--- config.mk ---
export PLATFORM = sky130hd
export DESIGN_NAME = gregorian_date_add_days
export DESIGN_NICKNAME = d
export VERILOG_FILES = /design/src/rtl/gda_pkg.sv /design/src/rtl/gda_seq.sv /design/src/rtl/gda_dpath.sv /design/src/rtl/gregorian_date_add_days.sv
export SDC_FILE = /design/constraint.sdc
export NUM_CORES = 1
export LEC_CHECK = 0
export BUFFER_PORTS_ARGS = -buffer_cell sky130_fd_sc_hd__buf_2
export CAP_MARGIN = 20
export CORE_UTILIZATION = 44
export DETAILED_ROUTE_END_ITERATION = 7
export GPL_TIMING_DRIVEN = 0
export PLACE_DENSITY = 0.75
export SETUP_SLACK_MARGIN = 0.1
export SYNTH_ARGS = -nofsm -noshare
export SYNTH_HDL_FRONTEND = slang
export SYNTH_SLANG_ARGS = --single-unit
export TNS_END_PERCENT = 5
--- constraint.sdc ---
create_clock -name i_clk -period 5.3 [get_ports i_clk]
set_input_delay 0.265 -clock i_clk [delete_from_list [all_inputs] [get_ports i_clk]]
set_output_delay 0.265 -clock i_clk [all_outputs]
set_load 0.1 [all_outputs]
--- src/rtl/gda_pkg.sv ---
// Shared widths, constants, control word layout and microcode for the date adder.
`timescale 1ns / 1ps
package gda_pkg;

    localparam int DAYS_WIDTH = 20;
    localparam int YEAR_WIDTH = 14;
    localparam int DAY_W      = 5;
    localparam int MONTH_W    = 4;
    localparam int DACC_W     = DAYS_WIDTH + 1;
    localparam int DCMP_W     = (DACC_W > 18) ? DACC_W : 18;
    localparam int YM_W       = 9;
    localparam int CYCLE_DAYS = 146097;
    localparam int CYCLE_YEARS = 400;
    localparam int MIN_YEAR   = 1600;

    localparam logic [YEAR_WIDTH-1:0] YEAR_MAX = '1;
    localparam logic [MONTH_W-1:0]    MONTH_JAN = 4'd1;
    localparam logic [MONTH_W-1:0]    MONTH_FEB = 4'd2;
    localparam logic [MONTH_W-1:0]    MONTH_DEC = 4'd12;
    localparam logic [DAY_W-1:0]      DAY_LAST_DEC = 5'd31;

    // The month step falls through into the skip step after a December.
    typedef enum logic [2:0] {
        ST_MOD   = 3'd0,
        ST_CHECK = 3'd1,
        ST_MONTH = 3'd2,
        ST_SKIP  = 3'd3,
        ST_DONE  = 3'd4
    } t_step;

    typedef enum logic [2:0] {
        OP_MOD   = 3'd0,
        OP_CHECK = 3'd1,
        OP_SKIP  = 3'd2,
        OP_MONTH = 3'd3,
        OP_EMIT  = 3'd4
    } t_op;

    typedef enum logic [2:0] {
        COND_NEVER   = 3'd0,
        COND_ALWAYS  = 3'd1,
        COND_GE400   = 3'd2,
        COND_INVALID = 3'd3,
        COND_SKIP    = 3'd4,
        COND_STOP    = 3'd5,
        COND_WRAP    = 3'd6,
        COND_INYEAR  = 3'd7
    } t_cond;

    typedef struct packed {
        t_op   op;
        t_cond cond_a;
        t_step tgt_a;
        t_cond cond_b;
        t_step tgt_b;
    } t_uword;

    typedef struct packed {
        logic load;
        t_op  op;
    } t_ctrl;

    typedef struct packed {
        logic ge400;
        logic invalid;
        logic skip;
        logic stop;
        logic wrap;
    } t_stat;

    // Control store: one word per step.
    function automatic t_uword ucode(t_step pc);
        t_uword w;
        w = '{OP_EMIT, COND_ALWAYS, ST_MOD, COND_NEVER, ST_MOD};
        unique case (pc)
            ST_MOD:   w = '{OP_MOD,   COND_GE400,   ST_MOD,   COND_NEVER,  ST_MOD};
            ST_CHECK: w = '{OP_CHECK, COND_INVALID, ST_DONE,  COND_ALWAYS, ST_SKIP};
            ST_MONTH: w = '{OP_MONTH, COND_STOP,    ST_DONE,  COND_INYEAR, ST_MONTH};
            ST_SKIP:  w = '{OP_SKIP,  COND_SKIP,    ST_SKIP,  COND_ALWAYS, ST_MONTH};
            ST_DONE:  w = '{OP_EMIT,  COND_ALWAYS,  ST_MOD,   COND_NEVER,  ST_MOD};
            default:  w = '{OP_EMIT,  COND_ALWAYS,  ST_MOD,   COND_NEVER,  ST_MOD};
        endcase
        return w;
    endfunction

    // ym is the year modulo 400, y_lo the two low bits of the year.
    function automatic logic is_leap(logic [YM_W-1:0] ym, logic [1:0] y_lo);
        return (ym == YM_W'(0)) ||
               ((y_lo == 2'd0) && (ym != YM_W'(100)) && (ym != YM_W'(200)) &&
                (ym != YM_W'(300)));
    endfunction

    function automatic logic [DAY_W-1:0] month_days(logic [MONTH_W-1:0] m, logic leap);
        logic [DAY_W-1:0] len;
        len = 5'd0;
        unique case (m)
            4'd1, 4'd3, 4'd5, 4'd7, 4'd8, 4'd10, 4'd12: len = 5'd31;
            4'd4, 4'd6, 4'd9, 4'd11:                    len = 5'd30;
            4'd2:                                       len = leap ? 5'd29 : 5'd28;
            default:                                    len = 5'd0;
        endcase
        return len;
    endfunction

endpackage

--- src/rtl/gda_seq.sv ---
// Microcode sequencer: step counter, control store fetch and conditional jumps.
`timescale 1ns / 1ps
module gda_seq import gda_pkg::*; (
    input  logic  i_clk,
    input  logic  i_rst_n,
    input  logic  i_accept,
    input  t_stat i_stat,
    output t_ctrl o_ctrl,
    output logic  o_busy,
    output logic  o_done
);

    logic   r_busy, n_busy;
    logic   r_done, n_done;
    t_step  r_pc, n_pc;
    t_uword w_word;
    logic   w_hit_a, w_hit_b;

    function automatic logic cond_true(t_cond c, t_stat s);
        logic t;
        t = 1'b0;
        unique case (c)
            COND_NEVER:   t = 1'b0;
            COND_ALWAYS:  t = 1'b1;
            COND_GE400:   t = s.ge400;
            COND_INVALID: t = s.invalid;
            COND_SKIP:    t = s.skip;
            COND_STOP:    t = s.stop;
            COND_WRAP:    t = s.wrap;
            COND_INYEAR:  t = !s.wrap;
            default:      t = 1'b0;
        endcase
        return t;
    endfunction

    always_comb begin
        w_word  = ucode(r_pc);
        w_hit_a = cond_true(w_word.cond_a, i_stat);
        w_hit_b = cond_true(w_word.cond_b, i_stat);
        o_ctrl.load = i_accept;
        o_ctrl.op   = w_word.op;
    end

    always_comb begin
        n_busy = r_busy;
        n_done = 1'b0;
        n_pc   = r_pc;
        if (i_accept) begin
            n_busy = 1'b1;
            n_pc   = ST_MOD;
        end else if (r_busy) begin
            priority if (w_hit_a) begin
                n_pc = w_word.tgt_a;
            end else if (w_hit_b) begin
                n_pc = w_word.tgt_b;
            end else begin
                n_pc = t_step'(r_pc + 3'd1);
            end
            if (w_word.op == OP_EMIT) begin
                n_busy = 1'b0;
                n_done = 1'b1;
            end
        end
    end

    always_ff @(posedge i_clk) begin
        if (!i_rst_n) begin
            r_busy <= 1'b0;
            r_done <= 1'b0;
            r_pc   <= ST_MOD;
        end else begin
            r_busy <= n_busy;
            r_done <= n_done;
            r_pc   <= n_pc;
        end
    end

    assign o_busy = r_busy;
    assign o_done = r_done;

    a_accept_busy: assert property (@(posedge i_clk) disable iff (!i_rst_n)
        i_accept |=> r_busy) else $error("busy not raised after accept");
    a_done_idle: assert property (@(posedge i_clk) disable iff (!i_rst_n)
        r_done |-> !r_busy) else $error("done strobe while busy");
    a_done_pulse: assert property (@(posedge i_clk) disable iff (!i_rst_n)
        r_done |=> !r_done) else $error("done strobe longer than one cycle");
    a_pc_range: assert property (@(posedge i_clk) disable iff (!i_rst_n)
        r_busy |-> (r_pc <= ST_DONE)) else $error("step counter out of program");

endmodule

--- src/rtl/gda_dpath.sv ---
// Datapath: date registers, month length lookup and the add/subtract unit.
`timescale 1ns / 1ps
module gda_dpath import gda_pkg::*; (
    input  logic                  i_clk,
    input  logic                  i_rst_n,
    input  t_ctrl                 i_ctrl,
    input  logic [DAY_W-1:0]      i_start_day,
    input  logic [MONTH_W-1:0]    i_start_month,
    input  logic [YEAR_WIDTH-1:0] i_start_year,
    input  logic [DAYS_WIDTH-1:0] i_days_to_add,
    output t_stat                 o_stat,
    output logic [DAY_W-1:0]      o_end_day,
    output logic [MONTH_W-1:0]    o_end_month,
    output logic [YEAR_WIDTH-1:0] o_end_year,
    output logic                  o_date_valid,
    output logic                  o_year_overflow
);

    logic [DACC_W-1:0]     r_d, n_d;
    logic [MONTH_W-1:0]    r_m, n_m;
    logic [YEAR_WIDTH-1:0] r_y, n_y;
    logic [YEAR_WIDTH-1:0] r_ym, n_ym;
    logic [DAYS_WIDTH-1:0] r_add, n_add;
    logic                  r_valid, n_valid;
    logic                  r_ovf, n_ovf;

    logic                  w_leap;
    logic [DAY_W-1:0]      w_len;
    logic                  w_fit;
    logic                  w_date_ok;
    logic                  w_last_year;
    logic                  w_room;
    logic                  w_skip;

    always_comb begin
        w_leap      = is_leap(r_ym[YM_W-1:0], r_y[1:0]);
        w_len       = month_days(r_m, w_leap);
        w_fit       = r_d <= DACC_W'(w_len);
        w_date_ok   = (r_y > YEAR_WIDTH'(MIN_YEAR)) && (r_m >= MONTH_JAN) &&
                      (r_m <= MONTH_DEC) && (r_d != DACC_W'(0)) && w_fit;
        w_last_year = r_y == YEAR_MAX;
        w_room      = ({1'b0, r_y} + (YEAR_WIDTH+1)'(CYCLE_YEARS)) <= {1'b0, YEAR_MAX};
        w_skip      = (r_m == MONTH_JAN) && (DCMP_W'(r_d) > DCMP_W'(CYCLE_DAYS)) && w_room;

        o_stat.ge400   = r_ym >= YEAR_WIDTH'(CYCLE_YEARS);
        o_stat.invalid = !w_date_ok;
        o_stat.skip    = w_skip;
        o_stat.stop    = w_fit || ((r_m == MONTH_DEC) && w_last_year);
        o_stat.wrap    = r_m == MONTH_DEC;
    end

    always_comb begin
        n_d     = r_d;
        n_m     = r_m;
        n_y     = r_y;
        n_ym    = r_ym;
        n_add   = r_add;
        n_valid = r_valid;
        n_ovf   = r_ovf;
        if (i_ctrl.load) begin
            n_d     = DACC_W'(i_start_day);
            n_m     = i_start_month;
            n_y     = i_start_year;
            n_ym    = i_start_year;
            n_add   = i_days_to_add;
            n_valid = 1'b0;
            n_ovf   = 1'b0;
        end else begin
            unique case (i_ctrl.op)
                OP_MOD: begin
                    // reduce year mod 400 by repeated subtraction
                    if (o_stat.ge400) begin
                        n_ym = r_ym - YEAR_WIDTH'(CYCLE_YEARS);
                    end
                end
                OP_CHECK: begin
                    n_valid = w_date_ok;
                    if (w_date_ok) begin
                        n_d = r_d + DACC_W'(r_add);
                    end
                end
                OP_SKIP: begin
                    // jump a whole 400-year cycle; ym is unchanged
                    if (w_skip) begin
                        n_y = r_y + YEAR_WIDTH'(CYCLE_YEARS);
                        n_d = r_d - DACC_W'(CYCLE_DAYS);
                    end
                end
                OP_MONTH: begin
                    if (!w_fit) begin
                        if (r_m == MONTH_DEC) begin
                            if (w_last_year) begin
                                // saturate at the last day of the top year
                                n_d   = DACC_W'(DAY_LAST_DEC);
                                n_ovf = 1'b1;
                            end else begin
                                n_d  = r_d - DACC_W'(w_len);
                                n_m  = MONTH_JAN;
                                n_y  = r_y + YEAR_WIDTH'(1);
                                n_ym = (r_ym == YEAR_WIDTH'(CYCLE_YEARS - 1)) ?
                                       YEAR_WIDTH'(0) : r_ym + YEAR_WIDTH'(1);
                            end
                        end else begin
                            n_d = r_d - DACC_W'(w_len);
                            n_m = r_m + MONTH_W'(1);
                        end
                    end
                end
                OP_EMIT: begin
                end
                default: begin
                end
            endcase
        end
    end

    always_ff @(posedge i_clk) begin
        r_d   <= n_d;
        r_m   <= n_m;
        r_y   <= n_y;
        r_ym  <= n_ym;
        r_add <= n_add;
    end

    always_ff @(posedge i_clk) begin
        if (!i_rst_n) begin
            r_valid <= 1'b0;
            r_ovf   <= 1'b0;
        end else begin
            r_valid <= n_valid;
            r_ovf   <= n_ovf;
        end
    end

    assign o_end_day       = r_d[DAY_W-1:0];
    assign o_end_month     = r_m;
    assign o_end_year      = r_y;
    assign o_date_valid    = r_valid;
    assign o_year_overflow = r_ovf;

    a_ovf_valid: assert property (@(posedge i_clk) disable iff (!i_rst_n)
        r_ovf |-> r_valid) else $error("overflow flagged on an invalid date");
    a_month_range: assert property (@(posedge i_clk) disable iff (!i_rst_n)
        r_valid |-> (r_m >= MONTH_JAN && r_m <= MONTH_DEC))
        else $error("month left 1..12 while walking");
    a_ym_range: assert property (@(posedge i_clk) disable iff (!i_rst_n)
        r_valid |-> (r_ym < YEAR_WIDTH'(CYCLE_YEARS)))
        else $error("year residue not reduced below 400");

endmodule

--- src/rtl/gregorian_date_add_days.sv ---
// Top level: adds a day count to a Gregorian date with a microcoded sequencer.
//
// Usage:
//   Drive the start date and day count and raise start while busy is low; the
//   transaction is taken at that clock edge and busy rises on the next cycle.
//   The inputs are sampled once and need not be held afterwards.
//   When the work is done busy falls and o_done is high for exactly one cycle
//   with the result on o_end_*, o_date_valid and o_year_overflow. The result
//   ports hold until the next transaction is taken; a new start may be given
//   in the o_done cycle itself. The receiver cannot stall the block.
// Steps of a transaction, from the accepting edge to the o_done cycle:
//   mod steps reduce the year modulo 400 by repeated subtraction, then a
//   check step, a skip step on entry and after each year wrap, repeated
//   while it jumps whole 400-year cycles, the month steps with a final one
//   that finds the day fits, and an emit step. Skips leave at most about
//   400 years to step a month at a time. An invalid date goes from the
//   check step straight to the emit step.
// Reset (synchronous, active low) returns the sequencer to idle and drops any
// transaction in progress; no result is given for it.
`timescale 1ns / 1ps
module gregorian_date_add_days import gda_pkg::*; (
    input  logic                  i_clk,
    input  logic                  i_rst_n,
    input  logic                  start,
    output logic                  busy,
    input  logic [DAY_W-1:0]      i_start_day,
    input  logic [MONTH_W-1:0]    i_start_month,
    input  logic [YEAR_WIDTH-1:0] i_start_year,
    input  logic [DAYS_WIDTH-1:0] i_days_to_add,
    output logic                  o_done,
    output logic [DAY_W-1:0]      o_end_day,
    output logic [MONTH_W-1:0]    o_end_month,
    output logic [YEAR_WIDTH-1:0] o_end_year,
    output logic                  o_date_valid,
    output logic                  o_year_overflow
);

    logic  w_accept;
    t_ctrl w_ctrl;
    t_stat w_stat;

    assign w_accept = start && !busy;

    gda_seq u_seq (
        .i_clk    (i_clk),
        .i_rst_n  (i_rst_n),
        .i_accept (w_accept),
        .i_stat   (w_stat),
        .o_ctrl   (w_ctrl),
        .o_busy   (busy),
        .o_done   (o_done)
    );

    gda_dpath u_dpath (
        .i_clk           (i_clk),
        .i_rst_n         (i_rst_n),
        .i_ctrl          (w_ctrl),
        .i_start_day     (i_start_day),
        .i_start_month   (i_start_month),
        .i_start_year    (i_start_year),
        .i_days_to_add   (i_days_to_add),
        .o_stat          (w_stat),
        .o_end_day       (o_end_day),
        .o_end_month     (o_end_month),
        .o_end_year      (o_end_year),
        .o_date_valid    (o_date_valid),
        .o_year_overflow (o_year_overflow)
    );

endmodule
# After elaboration in Yosys (flattened, before gate mapping)
# Cells that the tools add are included.
[word_totals] register_bits=80 elab_cells=154 out_inout_bits=27
[classes] n_bitwise=3 order_cmp=7 muxes=36 n_eq_ne=49 add_sub_neg=10 n_reduce_logical=38
[ops] op="two-way mux 14 bit" n=11
[ops] op="two-way mux 21 bit" n=5
[ops] op="case mux 21 bit (3 select lines)" n=1
[ops] op="case mux 15 bit (4 select lines)" n=1
[ops] op="case mux 14 bit (2 select lines)" n=2
[ops] op="adder 14 x 1 -> 14 bit, second input constant" n=2
[ops] op="equality test 3 bit, second input constant" n=9
[ops] op="equality test 3 x 2 -> 1 bit, second input constant" n=8
[ops] op="adder 21 x 20 -> 21 bit" n=1
[ops] op="> comparator 21 x 18 -> 1 bit, second input constant" n=1
[ops] op="<= comparator 21 x 5 -> 1 bit" n=1
[ops] op="nonzero test 21 bit" n=1
[ops] op="subtractor 21 x 18 -> 21 bit, second input constant" n=1
[ops] op="subtractor 21 x 5 -> 21 bit" n=1
[ops] op="equality test 4 bit, second input constant" n=5
[ops] op="two-way mux 4 bit" n=5
[ops] op="equality test 4 x 3 -> 1 bit, second input constant" n=4
[ops] op="case mux 1 bit (8 select lines)" n=2
[ops] op="adder 14 x 9 -> 15 bit, second input constant" n=1
[ops] op="<= comparator 15 x 14 -> 1 bit, second input constant" n=1
[ops] op="inequality test 3 bit, second input constant" n=5
[ops] op="case mux 5 bit (3 select lines)" n=1
[ops] op="adder 14 x 9 -> 14 bit, second input constant" n=1
[ops] op="equality test 14 bit, second input constant" n=1
[ops] op="37 further kinds" n=72

# Depth between registers and ports, before layout
[logic_depth] depth_word=13 mapped_depth=19

# By module
# Synthesis repeated with hierarchy kept, for this count alone.
[unflattened] hier_cells=823 hier_area_um2=7111.8
[by_module_without_submodules] mod="gda_dpath" n_inst=1 area_each_um2=6625.1 seq_area_each_um2=2072.0 cells_per_inst=766
[by_module_without_submodules] mod="gda_seq" n_inst=1 area_each_um2=473.0 seq_area_each_um2=100.1 cells_per_inst=56
[by_module_without_submodules] mod="gregorian_date_add_days" n_inst=1 area_each_um2=13.8 seq_area_each_um2=0.0 cells_per_inst=1

# Worst setup path after synthesis
# Ideal clock, no wire load.
[synth_timing] kind="register to register" start="register u_dpath.r_m[0] (netlist: u_dpath.o_end_month[0])" end="register u_dpath.r_d[14]" required_ns=5.178 path_slack_ns=0.564 t_arrival_ns=4.615 period_less_slack_ns=4.736 stages_incl_launch_ff=15 cell_sequence="edfxtp_1 > inv_1 > ha_1 > o31a_1 > o21ai_0 > a21boi_0 > ha_1 > a211oi_1 > o21bai_1 > or3_4 > or4b_4 > a221o_1 > o21ai_1 > o31a_1 > a21oi_1"
[synth_via] elab_chain_cells=8 elab_cells_between_ends=33 classes_between="1 x add/sub; 3 x order compare; 15 x eq/ne; 5 x mux; 9 x reduce/logical"
[synth_rtl] item="start, declared" line_no="gda_dpath.sv:20" text="logic [MONTH_W-1:0] r_m, n_m;"
[synth_rtl] item="start signal, assigned" line_no="gda_dpath.sv:119" text="r_m <= n_m;"
[synth_rtl] item="equality test 4 bit, or another cell as far along" line_no="gda_pkg.sv:96, gda_dpath.sv:91"
[synth_rtl] item="OR reduction 7 bit / OR reduction 4 bit (equally long branches)" line_no="gda_pkg.sv:96" text="unique case (m)"
[synth_rtl] item="case mux 5 bit (3 select lines)" line_no="gda_pkg.sv:96"
[synth_rtl] item="subtractor 21 x 5 -> 21 bit" line_no="gda_dpath.sv:97, gda_dpath.sv:104"
[synth_rtl] item="two-way mux 21 bit" line_no="gda_dpath.sv:92" text="if (w_last_year) begin"
[synth_rtl] item="two-way mux 21 bit" line_no="gda_dpath.sv:91" text="if (r_m == MONTH_DEC) begin"
[synth_rtl] item="two-way mux 21 bit" line_no="gda_dpath.sv:90" text="if (!w_fit) begin"
[synth_rtl] item="case mux 21 bit (3 select lines)" line_no="gda_dpath.sv:69" text="unique case (i_ctrl.op)"
[synth_rtl] item="end signal, assigned" line_no="gda_dpath.sv:118" text="r_d <= n_d;"
[synth_rtl] item="end, declared" line_no="gda_dpath.sv:19" text="logic [DACC_W-1:0] r_d, n_d;"
# Several ways; a longest one is shown, not always the timed one. The select of a mux whose other input is x is not followed.
# A chain may end at the register's enable or synchronous reset.

# Final worst setup path
[layout_timing] start="register u_dpath.r_ym[4]" end="register u_dpath.r_d[14]"
[layout_via] elab_chain_cells=12 elab_cells_between_ends=20 classes_between="1 x add/sub; 1 x order compare; 5 x eq/ne; 6 x mux; 7 x reduce/logical"
[layout_rtl] item="start, declared" line_no="gda_dpath.sv:22" text="logic [YEAR_WIDTH-1:0] r_ym, n_ym;"
[layout_rtl] item="start signal, assigned" line_no="gda_dpath.sv:121" text="r_ym <= n_ym;"
[layout_rtl] item="inequality test 9 x 7 -> 1 bit" line_no="gda_pkg.sv:89" text="((y_lo == 2'd0) && (ym != YM_W'(100)) && (ym != YM_W'(200)) &&"
[layout_rtl] item="logical AND 1 bit (3 in a row)" line_no="gda_pkg.sv:89"
[layout_rtl] item="logical OR 1 bit *" line_no="gda_pkg.sv:88" text="return (ym == YM_W'(0)) ||"
[layout_rtl] item="two-way mux 1 bit *" line_no="gda_pkg.sv:99" text="4'd2: len = leap ? 5'd29 : 5'd28;"
[layout_rtl] item="case mux 5 bit (3 select lines) *" line_no="gda_pkg.sv:96"
[layout_rtl] item="subtractor 21 x 5 -> 21 bit" line_no="gda_dpath.sv:97, gda_dpath.sv:104"
[layout_rtl] item="two-way mux 21 bit" line_no="gda_dpath.sv:92"
[layout_rtl] item="two-way mux 21 bit" line_no="gda_dpath.sv:91"
[layout_rtl] item="two-way mux 21 bit" line_no="gda_dpath.sv:90"
[layout_rtl] item="case mux 21 bit (3 select lines)" line_no="gda_dpath.sv:69"
# Every way passes the cells marked *; elsewhere a longest branch is shown, timed or not. The select of a mux whose other input is x is not followed.

==> out/metrics.yaml <==
status:
  outcome: "finished clean"
synth:
  synth_edf_count: 57
  syn_avg_cell_area_um2: 8.30
  synth-main-ff-cell: "edfxtp_1"
  ys_ff_latch: 80
  ys_warn_count: 0
  async_reset_ff_frac: 0
  synth_cells: 813
  synthesis.area_mm2: 0.00675
  syn-num-nets: 908
  synth.distinct_cells: 80
  synth-seq-area-share: 0.322
routing:
  drtIter0Drc: 730
  first_pass_iters: 7
  drc: 0
  vias: 6751
  avgViaCountPerCell: 6.22
  ant_nets: 0
  wirelength_um: 20000
  post_drt_wl_per_cell_um: 18.4
cells_and_area:
  nFillCells: 1430
  area_growth_pct: 13.1
  antenna_cells: 0
  drive_gt1_frac: 0.128
  fin_area_mm2: 0.00764
  fin_nets: 992
setup_path:
  crit_path_end_kind: "register"
  critical_path.cell_chain: "inv_1, ha_1, nor2b_1, nor3b_1, a32o_1, a2111oi_0, a21oi_1, ha_1, inv_1, fa_1, a211oi_1, o21bai_1, or3_4, or4b_4, a221o_1, o21ai_1, o31a_1, a21oi_1"
  critical_path_class: "register to register"
  worstPathArrival_ns: 4.86
  critPathLaunchType: "register"
  cpMaxStageDelayCell: "or4b_4"
  cp_max_fo: 6
  worst_ep_required_time_ns: 5.53
  path_buf_inv: 2
  worst_path_largest_cell_delay_ns: 0.53
  cp_top_family: "compound AO/OA/AOI/OAI gates"
power_and_ir_drop:
  powerDensity_mw_per_mm2: 456
  ir_drop_mv: 0.206
  leakagePower_nw: 3.07
  fin_total_pwr_mw: 3.48
timing:
  timing.fmax_mhz: 216
  worst_pin_slew_ns: 0.859
  hold_violations: 0
  finalClockSkew_ns: 0.00816
  min_period_over_period: 0.874
  fin_setup_tns_ns: 0
  rsz0062_at_grt: "false"
  slew_violations: 0
  setup_viol: 0
  timing.final.crit_period_ns: 4.63
  relSlewSlack: 0.423
die:
  die_w_um: 126
  core_mm2: 0.0148
  start_util: 0.457
  die-area_mm2: 0.0158
  placementRows: 44
  die_y_um: 126
  io_pins: 73
clock_network:
  cts_hold_buf: 0
  cts_buffer_depth: 2
  cts.sinks: 80
  clkTransAtPathRegs_ns: 0.06
  htreeDepth: 3
  cts_tree: "done"
  cts_made_buffers: 9
  cts_resized: 0
  clock_latency_ns: 0.36
  post_cts_buffers: 0
  cts-root-buf: "clkbuf_16"
flow_run:
  maxCapViolations: 0
place:
  gp_congestion: 0.967
  port_buffers: 72
  dpl_cell_area_mm2: 0.00735
  hpwl_um: 14600
min_path:
  min_path_type: "input port to register"
global_routing:
  grt_max_degree: 30
  grt_pass1_wl_um: 31500
  grt_pass1_vias: 6023
  overflow: 0
  grt_util_all_layers: 0.254
  antenna_found_initial: 0
==> cell usage in the layout (no fill, tap or decap), types with 20 or more instances in the layout <==
cell and instances:
edfxtp_1 57, dfxtp_1 23, inv_1 28, o21ai_0 73, nand2_1 72, a21oi_1 64
ha_1 47, xnor2_1 27, nor2_1 79, clkbuf_1 42, nor3_1 20, nand3_1 26
buf_2 76
==> final cells by class <==
cell class	instances	area (µm²)	area share
Multi-Input combinational cell	653	4250	0.556
Sequential cell	80	2170	0.284
Timing Repair Buffer	73	368	0.0482
Clock buffer	12	246	0.0323
Tap cell	184	230	0.0301
Buffer	51	223	0.0292
Inverter	29	109	0.0143
Clock inverter	3	41.3	0.00541
==> registers in the layout, indices dropped and copies added (netlist names) <==
name,flops
u_seq.o_busy,1
u_dpath.o_year_overflow,1
u_seq.o_done,1
u_dpath.o_end_month,4
u_seq.r_pc,3
u_dpath.o_date_valid,1
u_dpath.r_d,21
u_dpath.r_add,20
u_dpath.r_ym,14
u_dpath.o_end_year,14
==> final timing paths <==
kind,from,end,slack [ns],cells past startpoint
setup / recovery,u_dpath.r_ym[4],u_dpath.r_d[14],0.67,18
hold / removal,i_days_to_add[16],u_dpath.r_add[16],0.08,1
setup reg to reg,u_dpath.r_ym[4],u_dpath.r_d[14],0.67,18
hold reg to reg,u_dpath.o_year_overflow,u_dpath.o_year_overflow,0.47,2
==> power breakdown <==
part / internal (mW) / switching (mW) / total (mW)
combinational: 0.686 / 1.20 / 1.88
clock: 0.375 / 0.267 / 0.642
sequential: 0.817 / 0.140 / 0.957
total: 1.88 / 1.60 / 3.48
==> per-stage QoR <==
step	cells	hold WS, ns	worst slack, ns	util
after floorplan	813	0.364	0.564	-
after CTS	1085	0.0719	0.716	0.518
after detailed placement	1070	0.443	0.756	0.498
after global routing	1085	0.0739	0.331	0.518
final	1085	0.0810	0.668	0.518
after global placement	1069	0.442	0.616	0.497
==> Yosys cell counts, types with 9 or more instances <==
library cell | instances | share of area
nand2_1 | 72 | 0.040
and3_1 | 12 | 0.011
o31ai_1 | 11 | 0.012
o21ai_0 | 74 | 0.055
clkbuf_1 | 40 | 0.022
ha_1 | 47 | 0.087
a31oi_1 | 16 | 0.015
nand4_1 | 10 | 0.0093
xnor2_1 | 27 | 0.035
nor2b_1 | 9 | 0.0083
nor3_1 | 20 | 0.015
a211oi_1 | 13 | 0.014
edfxtp_1 | 57 | 0.25
a21oi_1 | 64 | 0.047
a21o_1 | 12 | 0.013
nor2_1 | 79 | 0.044
o22ai_1 | 11 | 0.010
inv_1 | 28 | 0.016
dfxtp_1 | 23 | 0.068
xor2_1 | 18 | 0.023
nand3_1 | 26 | 0.019
==> cell families after synthesis <==
logic type | after synthesis | synth area share
AOI/OAI and AO/OA | 282 | 0.273
buffers and inverters | 80 | 0.0489
DFF | 80 | 0.322
and+or+nand+nor | 272 | 0.197
adders and majority gates | 49 | 0.0931
muxes | 5 | 0.00760
xor gates and xnor gates | 45 | 0.0584
==> per-layer routing <==
| layer | vias to the layer above | global-route usage | routed length (µm) | part of all wire |
|---|---|---|---|---|
| met2 | 331 | 0.412 | 9100 | 0.46 |
| li1 | 3223 | - | - | - |
| met4 | 0 | 0.0985 | 527 | 0.026 |
| met3 | 41 | 0.0310 | 1410 | 0.070 |
| met1 | 3156 | 0.345 | 8940 | 0.45 |
| met5 | - | 0 | 0 | 0 |
==> worst reg2reg max path, delay by kind of cell, from the launching register on <==
kind / cells / cell delay [ns]
AO/OA/AOI/OAI: 9 / 1.71
flip-flops: 1 / 0.49
adder cells (fa/ha/maj): 3 / 0.80
buffers and inverters: 2 / 0.24
AND/OR/NAND/NOR: 4 / 1.29
Note: power is estimated with default switching activity, not from simulation.
